--- config.mk ---
export PLATFORM = sky130hd
export DESIGN_NAME = cau_div_cell
export DESIGN_NICKNAME = d
export VERILOG_FILES = /design/src/sv/cau_pkg.sv /design/src/sv/cau_div_cell.sv
export SDC_FILE = /design/constraint.sdc
export NUM_CORES = 1
export LEC_CHECK = 0
export BUFFER_PORTS_ARGS = -buffer_cell sky130_fd_sc_hd__buf_2
export CORE_AREA = 3 3 337 339
export CTS_CLUSTER_SIZE = 30
export DETAILED_ROUTE_END_ITERATION = 6
export DIE_AREA = 0 0 340 342
export PLACE_DENSITY = 0.41
export SLEW_MARGIN = 25
export SYNTH_ARGS = -nofsm -noshare
export SYNTH_HDL_FRONTEND = slang
export SYNTH_SLANG_ARGS = --single-unit
--- constraint.sdc ---
create_clock -name i_clk -period 3 [get_ports i_clk]
set_input_delay 0.3 -clock i_clk [delete_from_list [all_inputs] [get_ports i_clk]]
set_output_delay 0.3 -clock i_clk [all_outputs]
set_load 0.02 [all_outputs]
--- src/sv/cau_pkg.sv ---
`default_nettype none
package cau_pkg;

    typedef enum logic [1:0] {
        OP_ADD = 2'd0,
        OP_SUB = 2'd1,
        OP_MUL = 2'd2,
        OP_DIV = 2'd3
    } t_op;

    // Control that travels with each beat down the pipeline
    typedef struct packed {
        logic valid;
        t_op  op;
        logic neg_re;
        logic neg_im;
        logic dz;
        logic pov_re;
        logic pov_im;
        logic ovf_pass;
    } t_ctl;

endpackage
`default_nettype wire

--- src/sv/cau_div_cell.sv ---
`default_nettype none
module cau_div_cell import cau_pkg::*; #(
    parameter int W     = 32,
    parameter int CW    = 98,
    parameter int QW    = 33,
    parameter int SHIFT = 0
) (
    input  wire logic          i_clk,
    input  wire logic          i_rst_n,
    input  wire t_ctl          i_ctl,
    input  wire logic [CW-1:0] i_rem_re,
    input  wire logic [CW-1:0] i_rem_im,
    input  wire logic [CW-1:0] i_den,
    input  wire logic [QW-1:0] i_q_re,
    input  wire logic [QW-1:0] i_q_im,
    input  wire logic [W-1:0]  i_pass_re,
    input  wire logic [W-1:0]  i_pass_im,
    output t_ctl               o_ctl,
    output logic [CW-1:0]      o_rem_re,
    output logic [CW-1:0]      o_rem_im,
    output logic [CW-1:0]      o_den,
    output logic [QW-1:0]      o_q_re,
    output logic [QW-1:0]      o_q_im,
    output logic [W-1:0]       o_pass_re,
    output logic [W-1:0]       o_pass_im
);

    logic [CW-1:0] dsh;
    logic          ge_re, ge_im;
    t_ctl          r_ctl;
    logic [CW-1:0] r_rem_re, r_rem_im, r_den;
    logic [QW-1:0] r_q_re, r_q_im;
    logic [W-1:0]  r_pass_re, r_pass_im;
    logic [CW-1:0] n_rem_re, n_rem_im;
    logic [QW-1:0] n_q_re, n_q_im;

    // Trial subtract of the shifted divisor, one quotient bit per part
    always_comb begin
        dsh      = i_den << SHIFT;
        ge_re    = (i_rem_re >= dsh);
        ge_im    = (i_rem_im >= dsh);
        n_rem_re = ge_re ? (i_rem_re - dsh) : i_rem_re;
        n_rem_im = ge_im ? (i_rem_im - dsh) : i_rem_im;
        n_q_re   = i_q_re | (QW'(ge_re) << SHIFT);
        n_q_im   = i_q_im | (QW'(ge_im) << SHIFT);
    end

    // Advance the beat to the next cell
    always_ff @(posedge i_clk) begin
        if (!i_rst_n) begin
            r_ctl <= '0;
        end else begin
            r_ctl <= i_ctl;
        end
        r_rem_re  <= n_rem_re;
        r_rem_im  <= n_rem_im;
        r_den     <= i_den;
        r_q_re    <= n_q_re;
        r_q_im    <= n_q_im;
        r_pass_re <= i_pass_re;
        r_pass_im <= i_pass_im;
    end

    assign o_ctl     = r_ctl;
    assign o_rem_re  = r_rem_re;
    assign o_rem_im  = r_rem_im;
    assign o_den     = r_den;
    assign o_q_re    = r_q_re;
    assign o_q_im    = r_q_im;
    assign o_pass_re = r_pass_re;
    assign o_pass_im = r_pass_im;

endmodule
`default_nettype wire

* After elaboration in Yosys (flattened, before gate mapping)
Index checks and enable logic that the tools add are counted.
** Cells by class
- $add $sub $neg :: 2
- Magnitude comparators :: 2
- Mux-type cells :: 2
- Bitwise gates (word level) :: 2
** Operators by type and width (number)
- $ge 98x98->1 :: 2
- $mux 98 :: 2
- $sub 98x98->98 :: 2
- $or 33x1->33 :: 2
** Storage, ports and cells
- Bits in registers :: 433
- Input port bits :: 435
- Output and inout port bits :: 433
- Word-level logic and storage cells :: 23

* Longest topological paths before layout
Gate-level depths: netlist of run 1.
- Depth after elaboration :: 2
- Mapped depth :: 17

* Worst setup path after synthesis of run 1
No wires, ideal clock.
- Path kind :: in2reg
- From :: input i_den[2]
- To :: register r_rem_im[28], in the netlist o_rem_im[28]
- Setup time :: 0.121 ns
- Arrival time :: 3.065 ns
- Path slack :: -0.186 ns
- Cell stages on the path :: 14
- Buffers on the path :: 2
- Cell sequence :: inv_1 > ha_1 > nor2b_1 > o31a_1 > o31ai_4 > o221ai_2 > a31oi_4 > o21ai_2 > a21boi_2 > o21ai_1 > a211oi_2 > buf_4 > buf_4 > mux2_2
** Between the ends
- Cells in the longest elaborated chain, start to end :: 2
- Elaborated cells between the ends (all ways) :: 3
- Those cells by class :: add/sub (1); order compare (1); mux (1)
** RTL lines
- start, declared :: line cau_div_cell.sv:13 : input wire logic [CW-1:0] i_den,
- $sub 98x98->98 or $ge 98x98->1 (tied branches) :: line cau_div_cell.sv:43, cau_div_cell.sv:41
- $mux 98 * :: line cau_div_cell.sv:43 : n_rem_im = ge_im ? (i_rem_im - dsh) : i_rem_im;
- net n_rem_im[28] :: line cau_div_cell.sv:34 : logic [CW-1:0] n_rem_re, n_rem_im;
- end signal, assigned :: line cau_div_cell.sv:56 : r_rem_im <= n_rem_im;
- end, declared :: line cau_div_cell.sv:31 : logic [CW-1:0] r_rem_re, r_rem_im, r_den;
Mark *: on every way through the listed nets, which the timed path passes. The rest lies on a longest branch.
A chain may end at the register's enable or synchronous reset.

* Worst setup path after layout of run 1
- From :: input i_rem_im[0]
- To :: register r_rem_im[72], in the netlist o_rem_im[72]
** Between the ends
- Cells in the longest elaborated chain, start to end :: 2
- Elaborated cells between the ends (all ways) :: 3
- Those cells by class :: add/sub (1); order compare (1); mux (1)
** RTL lines
- start, declared :: line cau_div_cell.sv:12 : input wire logic [CW-1:0] i_rem_im,
- $sub 98x98->98 or $ge 98x98->1 (tied branches) :: line cau_div_cell.sv:43, cau_div_cell.sv:41
- $mux 98 * :: line cau_div_cell.sv:43
- net n_rem_im[72] :: line cau_div_cell.sv:34
Marks and branches as above.

==> results_tabular.tex, run 1 <==
\begin{tabular}{lr}
\hline
Metric & Value \\
\hline
\multicolumn{2}{l}{\textbf{Outcome}} \\
\quad Outcome & finished with violations \\
\quad Failing checks & setup timing \\
\multicolumn{2}{l}{\textbf{Placement}} \\
\quad Last weighted congestion value of the routability-driven placer & 0.906 \\
\quad Post-detailed-placement half-perimeter wirelength & 119000 µm \\
\quad Placed instance area & 36600 µm² \\
\quad Number of port buffers & 867 \\
\multicolumn{2}{l}{\textbf{Pwr}} \\
\quad Pwr Density & 502 nW/µm² \\
\quad Standby leakage power & 21.5 nW \\
\quad Worst-case vdd ir drop & 0.395 mV \\
\multicolumn{2}{l}{\textbf{Drt}} \\
\quad Highest routing layer actually used & met5 \\
\quad Initial DRC count & 1523 \\
\quad Met2 WL & roughly 73000 µm \\
\quad Detailed-router iteration count before antenna repair & 5 \\
\quad Count of unresolved DRC violations after routing & 0 \\
\quad Mean routed wirelength per cell & 21.8 µm \\
\quad DR WL met3 & 9090 µm \\
\quad Met1 routed wirelength after detailed routing & 57600 µm \\
\quad Antenna viol nets, final & 0 \\
\quad Routed wire length & 144000 µm \\
\quad Total via count after detailed routing & slightly below 30000 \\
\quad Vias per Instance & 4.41 \\
\multicolumn{2}{l}{\textbf{Cells and area}} \\
\quad Layout net count & 5721 \\
\quad Combined flip-flop and latch cell area & slightly below 9000 µm² \\
\quad Layout overhead on the synthesized area & 89.5\% \\
\quad Combined area of the multi-input logic cells & 14800 µm² \\
\quad \# fillers & 11400 \\
\quad End-of-flow core utilization & 40.3\% \\
\quad Fraction of final layout cells sized beyond drive strength 1 & 42.2\% \\
\quad Post-route cell area & 44600 µm² \\
\multicolumn{2}{l}{\textbf{Timing}} \\
\quad Max-slew violation count & 0 \\
\quad Final hold slack & 0.0388 ns \\
\quad Smallest setup slack after layout & -0.000911 ns \\
\quad Clock period minus worst slack & 3.00 ns \\
\quad Count of endpoints failing setup in the final report & 1 \\
\quad Sum Neg Setup Slack & -0.000911 ns \\
\quad Highest Clock Rate & approximately 330 MHz \\
\quad Headroom to the max-slew limit & 51.8\% \\
\quad Final hold violation count & 0 \\
\quad Setup repair after global routing missed its margin & true \\
\quad Tightest Pin Transition & 0.715 ns \\
\quad Share of the clock period used by the worst path after layout & 100\% \\
\multicolumn{2}{l}{\textbf{Clock network}} \\
\quad Inserted Clock Buffers & 55 \\
\quad Clock transition at the register clock pins on the worst setup and hold paths after CTS & about 0.060 ns \\
\quad Total clock sinks & 433 \\
\quad CTS max path bufs & 3 \\
\quad Clock tree from TritonCTS & done \\
\quad Root buffer cell & sky130\_fd\_sc\_hd\_\_clkbuf\_16 \\
\quad H-Tree Level Count & 2 \\
\multicolumn{2}{l}{\textbf{Critical path}} \\
\quad Largest fanout of any net on the critical path & 6 \\
\quad Category of the worst setup path launch point & primary input \\
\quad Critical path data required time & 3.55 ns \\
\quad Type of the worst setup path & in -> reg \\
\quad Data arrival time of the critical path & 3.55 ns \\
\quad Sort of element at the end of the critical path & flip-flop \\
\multicolumn{2}{l}{\textbf{Floorplanning}} \\
\quad Number of ports placed on the die boundary & 868 \\
\quad Core region area & about 110000 µm² \\
\quad Floorplan die area & $\sim$120000 µm² \\
\quad Height of the die & roughly 340 µm \\
\quad Initial cell density of the core & 21.3\% \\
\quad Die boundary width & between 300 and 400 µm \\
\quad Total number of placement rows & 122 \\
\multicolumn{2}{l}{\textbf{Yosys}} \\
\quad Number of enable-type register cells in the synthesized netlist & 0 \\
\quad Part of the Yosys area used for sequential elements & about 37\% \\
\quad Mean area per synthesized cell & just over 8 µm² \\
\quad Flops \& latches, synth & around 430 \\
\quad Commonest register cell after synthesis & sky130\_fd\_sc\_hd\_\_dfxtp\_1 \\
\quad Count of yosys warnings during synthesis & 0 \\
\quad Post-Synthesis Cells & 2869 \\
\quad Proportion of register bits with asynchronous set or reset after synthesis & 0\% \\
\quad Synth cell types & 84 \\
\quad Number of nets produced by synthesis & 3502 \\
\quad Summed instance area of the synthesized netlist & between 20000 and 25000 µm² \\
\multicolumn{2}{l}{\textbf{Global routing}} \\
\quad GRT overflow & 0 \\
\quad Antenna violations before repair & 32 \\
\quad Tot GR Track Use & 23.2\% \\
\quad First-pass GRT wire length & 200000 µm \\
\quad Vias in the first global route & 30200 \\
\quad Largest net degree at the start of global routing & 42 \\
\multicolumn{2}{l}{\textbf{Flow run}} \\
\quad Max-cap check violation count & 0 \\
\multicolumn{2}{l}{\textbf{Worst hold path}} \\
\quad Hold Path Sink & o\_rem\_im[42]\$\_DFF\_P\_ \\
\quad Min-Delay Path Class & in -> reg \\
\quad Depth of the worst hold-timing path & 4 \\
\quad Start point of the worst min-delay path & i\_rem\_im[42] \\
\hline
\end{tabular}
synthesized netlist by cell type, drive strengths merged (5+ instances only):
library cell	instances	area, µm²
nor2	161	604
and2	24	150
ha	196	2450
nor2b	13	81.3
o22ai	6	37.5
nor3	45	235
nor3b	6	45.0
xnor2	97	850
buf	41	318
nand3b	5	37.5
a221oi	11	96.3
o21a	16	121
clkbuf	93	360
o31ai	17	156
a221o	5	50.1
o21ai	343	1720
dfxtp	433	8670
nand3	39	195
nand2b	15	93.8
a21oi	277	1390
a31oi	23	165
or2	9	56.3
a21o	81	608
o21bai	53	398
nor4	9	56.3
nand4	82	519
and4	7	61.3
o211ai	6	45.0
a41oi	7	68.8
o41ai	7	76.3
xor2	87	762
mux2	11	124
or3	5	31.3
a211oi	17	138
nand2	395	1480
a21boi	12	93.8
inv	150	563
o31a	9	78.8
or4	6	45.0
sequential cells by signal, indices dropped and copies added (netlist names):
name and flops:
o_rem_im 98, o_q_im 33, o_ctl 9, o_q_re 33
o_rem_re 98, o_pass_im 32, o_pass_re 32, o_den 98
cell usage in the layout, fill, tap and decap left out, types with 86 or more instances in the layout:
cell / instances
sky130_fd_sc_hd__a21oi_1: 242
sky130_fd_sc_hd__ha_1: 166
sky130_fd_sc_hd__nand2_1: 390
sky130_fd_sc_hd__o21ai_0: 241
sky130_fd_sc_hd__dfxtp_1: 433
sky130_fd_sc_hd__buf_4: 947
sky130_fd_sc_hd__dlygate4sd3_1: 440
sky130_fd_sc_hd__xor2_1: 86
sky130_fd_sc_hd__o21ai_1: 90
sky130_fd_sc_hd__xnor2_1: 95
sky130_fd_sc_hd__nor2_1: 157
sky130_fd_sc_hd__buf_2: 860
sky130_fd_sc_hd__inv_1: 138
stage by stage:
| step | power [W] | setup WS (ns) | std cells |
|---|---|---|---|
| 2_1_floorplan | 0.0104 | -0.0910 | 2869 |
| 3_3_place_gp | 0.0146 | -1.22 | 6036 |
| 3_5_place_dp | 0.0145 | -1.28 | 6036 |
| 4_1_cts | 0.0222 | 0.000159 | 6577 |
| 5_1_grt | 0.0235 | -0.107 | 6622 |
| 6_report | 0.0224 | -0.000911 | 6630 |
layout make-up:
type                       instances  share of cell area (%)
multi-input combinational       2152                    33.1
clock buffer                      69                    3.41
sequential                       433                    19.5
inverter                         150                    1.30
antenna                           12                  0.0674
tap                             1488                    4.18
clock inverter                    30                   0.865
timing repair buffer            2296                    37.6
worst max-delay path, stage by stage:
cell and delay [ns]:
sky130_fd_sc_hd__buf_12 0.12, sky130_fd_sc_hd__inv_12 0.04, sky130_fd_sc_hd__ha_4 0.12, sky130_fd_sc_hd__fa_2 0.22, sky130_fd_sc_hd__nor2b_2 0.05, sky130_fd_sc_hd__o31a_1 0.34, sky130_fd_sc_hd__o31ai_4 0.20, sky130_fd_sc_hd__buf_6 0.15
sky130_fd_sc_hd__o221ai_4 0.14, sky130_fd_sc_hd__a31oi_4 0.30, sky130_fd_sc_hd__o21ai_4 0.15, sky130_fd_sc_hd__a21boi_4 0.20, sky130_fd_sc_hd__o21ai_4 0.09, sky130_fd_sc_hd__a211oi_4 0.44, sky130_fd_sc_hd__buf_6 0.18, sky130_fd_sc_hd__buf_12 0.12
sky130_fd_sc_hd__clkbuf_16 0.17, sky130_fd_sc_hd__buf_8 0.12, sky130_fd_sc_hd__o21ai_1 0.06
worst max path at each step:
stage | start | end | slack, ns | depth (start not counted)
5_1_grt | i_den[78] | o_rem_im[34]$_DFF_P_ | -0.11 | 17
4_1_cts | i_den[3] | o_rem_re[89]$_DFF_P_ | 0.0002 | 18
3_5_place_dp | i_rem_im[0] | o_rem_im[84]$_DFF_P_ | -1.28 | 17
6_report | i_rem_im[0] | o_rem_im[72]$_DFF_P_ | -0.0009 | 19
3_3_place_gp | i_rem_im[0] | o_rem_im[84]$_DFF_P_ | -1.22 | 17
2_1_floorplan | i_rem_im[0] | o_rem_im[6]$_DFF_P_ | -0.09 | 15
logic make-up (layout without fill, tap and decap cells):
kind of cell             after synthesis  count (layout)  share of synthesized area, %
AND/OR/NAND/NOR                      828             828                          15.9
other                                  0              12                             0
multiplexers                          12              12                         0.569
buffers and inverters                284            2545                          5.28
adder cells (fa/ha/maj)              198             198                          10.6
AO/OA/AOI/OAI                        930             930                          23.9
flip-flops                           433             433                          36.9
XOR/XNOR                             184             184                          6.85
power by group:
| part | switching [W] | internal (W) | total (W) |
|---|---|---|---|
| clock | 0.00298 | 0.00406 | 0.00704 |
| combinational | 0.00474 | 0.00396 | 0.00869 |
| sequential | 0.000234 | 0.00642 | 0.00665 |
| total | 0.00795 | 0.0144 | 0.0224 |
layer usage:
layer / vias up / global-route usage, %
met2: 902 / 43.5
li1: 14600 / -
met1: 13600 / 26.7
met3: 161 / 4.53
met4: 16 / 6.18
met5: - / 0
timing repair:
item | 4_1_cts | 5_1_grt
gates cloned | 0 | 13
endpoints found under the setup margin | 111 | 176
hold buffers | 439 | 1
buffers inserted | 3 | 28
pin swaps | 9 | 68
hold endpoints to repair | 430 | 1
gates resized for setup | 34 | 223
Note: power is estimated with default switching activity, not from simulation.
==> run 2, diff against run 1 <==
--- a/config.mk
+++ b/config.mk
@@ -12,2 +12,3 @@
 export DIE_AREA = 0 0 340 342
+export GPL_ROUTABILITY_DRIVEN = 0
 export PLACE_DENSITY = 0.41
==> constraint.sdc (replaced) <==
create_clock -name i_clk -period 3 [get_ports i_clk]
set_input_delay 0.15 -clock i_clk [delete_from_list [all_inputs] [get_ports i_clk]]
set_output_delay 0.15 -clock i_clk [all_outputs]
set_load 0.02 [all_outputs]
==> results_tabular.tex, run 2 (synthesized netlist as in run 1, its figures left out) <==
\begin{tabular}{lr}
\hline
Metric & Value \\
\hline
\multicolumn{2}{l}{\textbf{Critical path}} \\
\quad Critical path data required time & 3.59 ns (+0.04 ns) \\
\quad Largest fanout of any net on the critical path & 3 (-3) \\
\quad Stage delay of the slowest cell on the critical path & 0.37 ns (-0.07 ns) \\
\quad Worst path bufs/invs & 5 (-2) \\
\quad Data arrival time of the critical path & 3.51 ns (-0.04 ns) \\
\quad Cell type group with the largest total delay on the critical path & compound AO/OA/AOI/OAI gates \\
\quad Sort of element at the end of the critical path & flip-flop \\
\quad Dominant cell type by count on the critical path & sky130\_fd\_sc\_hd\_\_buf\_4 \\
\quad Cells traversed along the worst timing path & buf\_4 > inv\_2 > ha\_4 > buf\_4 > nand4\_1 > a211oi\_4 > o2111ai\_4 > a2111oi\_4 > buf\_4 > o2111ai\_2 > o211ai\_1 > o31ai\_2 > buf\_4 > o21a\_2 > nor4bb\_2 > a311oi\_1 > o21ai\_1 \\
\quad Cell with the largest stage delay on the worst path & sky130\_fd\_sc\_hd\_\_a2111oi\_4 \\
\quad Category of the worst setup path launch point & primary input \\
\quad Type of the worst setup path & in -> reg \\
\multicolumn{2}{l}{\textbf{Timing}} \\
\quad Final hold slack & -0.274 ns (-0.313 ns) \\
\quad Highest Clock Rate & 343 MHz (+2.9\%) \\
\quad Tightest Pin Transition & 0.668 ns (-0.0465 ns) \\
\quad Final hold violation count & 3 (+3) \\
\quad Share of the clock period used by the worst path after layout & 97.2\% (-2.8 points) \\
\quad Clock period minus worst slack & 2.92 ns (-0.0843 ns) \\
\quad Headroom to the max-slew limit & 55.0\% (+3.1 points) \\
\quad Max-slew violation count & 0 (unchanged) \\
\quad Sum Neg Setup Slack & 0 ns (+0.000911 ns) \\
\quad Smallest setup slack after layout & 0.0834 ns (+0.0843 ns) \\
\quad Count of endpoints failing setup in the final report & 0 (-1) \\
\multicolumn{2}{l}{\textbf{Pwr}} \\
\quad Standby leakage power & 20.8 nW (-3.2\%) \\
\quad Psw & 0.00770 W (-3.1\%) \\
\quad Worst-case vdd ir drop & 0.485 mV (+23\%) \\
\quad Pwr Density & 509 nW/µm² (+1.2\%) \\
\quad Part of the total power dissipated in combinational logic & 37.3\% (-1.5 points) \\
\quad Net Sw Frac & 35.2\% (-0.33 points) \\
\quad Part of the power in the clock network & 32.3\% (+0.9 points) \\
\quad Sequential share of power & 30.4\% (+0.7 points) \\
\quad Internal power of the cells & 0.0142 W (-1.6\%) \\
\multicolumn{2}{l}{\textbf{Cells and area}} \\
\quad Layout overhead on the synthesized area & 83.1\% \\
\quad Most frequent cells in the layout & sky130\_fd\_sc\_hd\_\_buf\_4, sky130\_fd\_sc\_hd\_\_buf\_2, sky130\_fd\_sc\_hd\_\_dlygate4sd3\_1 \\
\quad Post-route cell area & 43100 µm² (-3.3\%) \\
\quad Fraction of final layout cells sized beyond drive strength 1 & 39.7\% (-2.6 points) \\
\quad Layout net count & 5636 (-1.5\%) \\
\quad Leading cell type in the layout, fill and taps excluded & sky130\_fd\_sc\_hd\_\_buf\_4 \\
\quad Final Non-Filler Cells & 6551 (-1.2\%) \\
\multicolumn{2}{l}{\textbf{Outcome}} \\
\quad Outcome & finished with violations \\
\quad Failing checks & hold timing \\
\multicolumn{2}{l}{\textbf{Global routing}} \\
\quad GRT overflow & 0 (unchanged) \\
\quad First-pass GRT wire length & 198000 µm (-0.65\%) \\
\quad Largest net degree at the start of global routing & 43 (+2.4\%) \\
\quad Vias in the first global route & 29800 (-1.4\%) \\
\quad Tot GR Track Use & 23.3\% (+0.031 points) \\
\quad Antenna violations before repair & 44 (+38\%) \\
\multicolumn{2}{l}{\textbf{Drt}} \\
\quad Count of unresolved DRC violations after routing & 0 (unchanged) \\
\quad Total via count after detailed routing & 28800 (-1.6\%) \\
\quad Routed wire length & 141000 µm (-2.3\%) \\
\quad Initial DRC count & 1427 (-6.3\%) \\
\quad Mean routed wirelength per cell & 21.5 µm (-1.1\%) \\
\quad Antenna viol nets, final & 0 (unchanged) \\
\quad Vias per Instance & 4.39 (-0.39\%) \\
\quad Detailed-router iteration count before antenna repair & 5 (unchanged) \\
\multicolumn{2}{l}{\textbf{Worst hold path}} \\
\quad Min-Delay Path Class & in -> reg \\
\quad Hold Path Sink & o\_den[1]\$\_DFF\_P\_ \\
\quad Start point of the worst min-delay path & i\_den[1] \\
\quad Depth of the worst hold-timing path & 1 (-3) \\
\multicolumn{2}{l}{\textbf{Clock network}} \\
\quad Clock transition at the register clock pins on the worst setup and hold paths after CTS & 0.06 ns (about the same) \\
\quad H-Tree Level Count & 2 (unchanged) \\
\quad Clock tree from TritonCTS & done \\
\quad Total clock sinks & 433 (unchanged) \\
\quad Root buffer cell & sky130\_fd\_sc\_hd\_\_clkbuf\_16 \\
\quad CTS max path bufs & 3 (unchanged) \\
\quad Inserted Clock Buffers & 55 (unchanged) \\
\multicolumn{2}{l}{\textbf{Floorplanning}} \\
\quad Die boundary width & 340 µm (unchanged) \\
\quad Total number of placement rows & 122 (unchanged) \\
\quad Number of ports placed on the die boundary & 868 (unchanged) \\
\quad Floorplan die area & 116000 µm² (unchanged) \\
\quad Core region area & 111000 µm² (unchanged) \\
\quad Height of the die & 342 µm (unchanged) \\
\quad Initial cell density of the core & 21.3\% (unchanged) \\
\multicolumn{2}{l}{\textbf{Placement}} \\
\quad Placed instance area & 35900 µm² (-1.7\%) \\
\quad Worst slack at placement & -1.04 ns (+0.238 ns) \\
\quad Inst Count DP & 5978 (-0.96\%) \\
\quad Number of port buffers & 867 (unchanged) \\
\quad Post-detailed-placement half-perimeter wirelength & 118000 µm (-1.1\%) \\
\multicolumn{2}{l}{\textbf{Flow run}} \\
\quad Max-cap check violation count & 0 (unchanged) \\
\hline
\end{tabular}
-- run 2: power groups by stage --
stage	Clock [W]	Combinational, W	Sequential, W
after floorplan	0	0.00276	0.00757
after global placement	0	0.00753	0.00680
after detailed placement	0	0.00752	0.00678
after CTS	0.00733	0.00810	0.00667
after global routing	0.00752	0.00882	0.00671
final	0.00708	0.00817	0.00666
-- run 2: worst max-delay path by stage --
stage,to,from,cells after the start,slack [ns]
after floorplan,o_rem_im[6]$_DFF_P_,i_den[7],14,0.004
after global placement,o_rem_re[56]$_DFF_P_,i_den[2],18,-1.04
after detailed placement,o_rem_re[56]$_DFF_P_,i_den[2],18,-1.04
after CTS,o_rem_re[56]$_DFF_P_,i_den[2],18,-0.05
after global routing,o_rem_im[85]$_DFF_P_,i_den[3],18,-0.04
final,o_rem_im[95]$_DFF_P_,i_den[4],17,0.08
-- run 2: what timing repair did --
action,4_1_cts,5_1_grt
pin swaps,7,35
hold buffers,438,3
gates cloned,1,0
resized for setup,24,119
buffers inserted,3,11
endpoints found under the setup margin,145,160
hold endpoints to repair,433,6
-- run 2: per-layer routing --
metal	vias up	share of wire (%)	track usage (%)
met5	-	0.15	0
met3	222	6.6	5.93
li1	14500	-	-
met4	32	4.9	10.1
met1	13200	40	26.2
met2	909	49	41.4
-- run 2: final cells by class --
class	count	area, µm²
diodes	19	47.5
multi-input cells	2152	14300
inverters	150	567
flip-flops and latches	433	8670
clock inverters	31	449
well taps	1488	1860
repair buffers	2211	15800
fillers	11600	67600
clock buffers	67	1450
-- run 2: through the flow --
step	power (W)	utilization, %
after floorplan	0.0103	-
after global placement	0.0143	32.5
after detailed placement	0.0143	32.5
after CTS	0.0221	38.3
after global routing	0.0231	38.9
final	0.0219	38.9
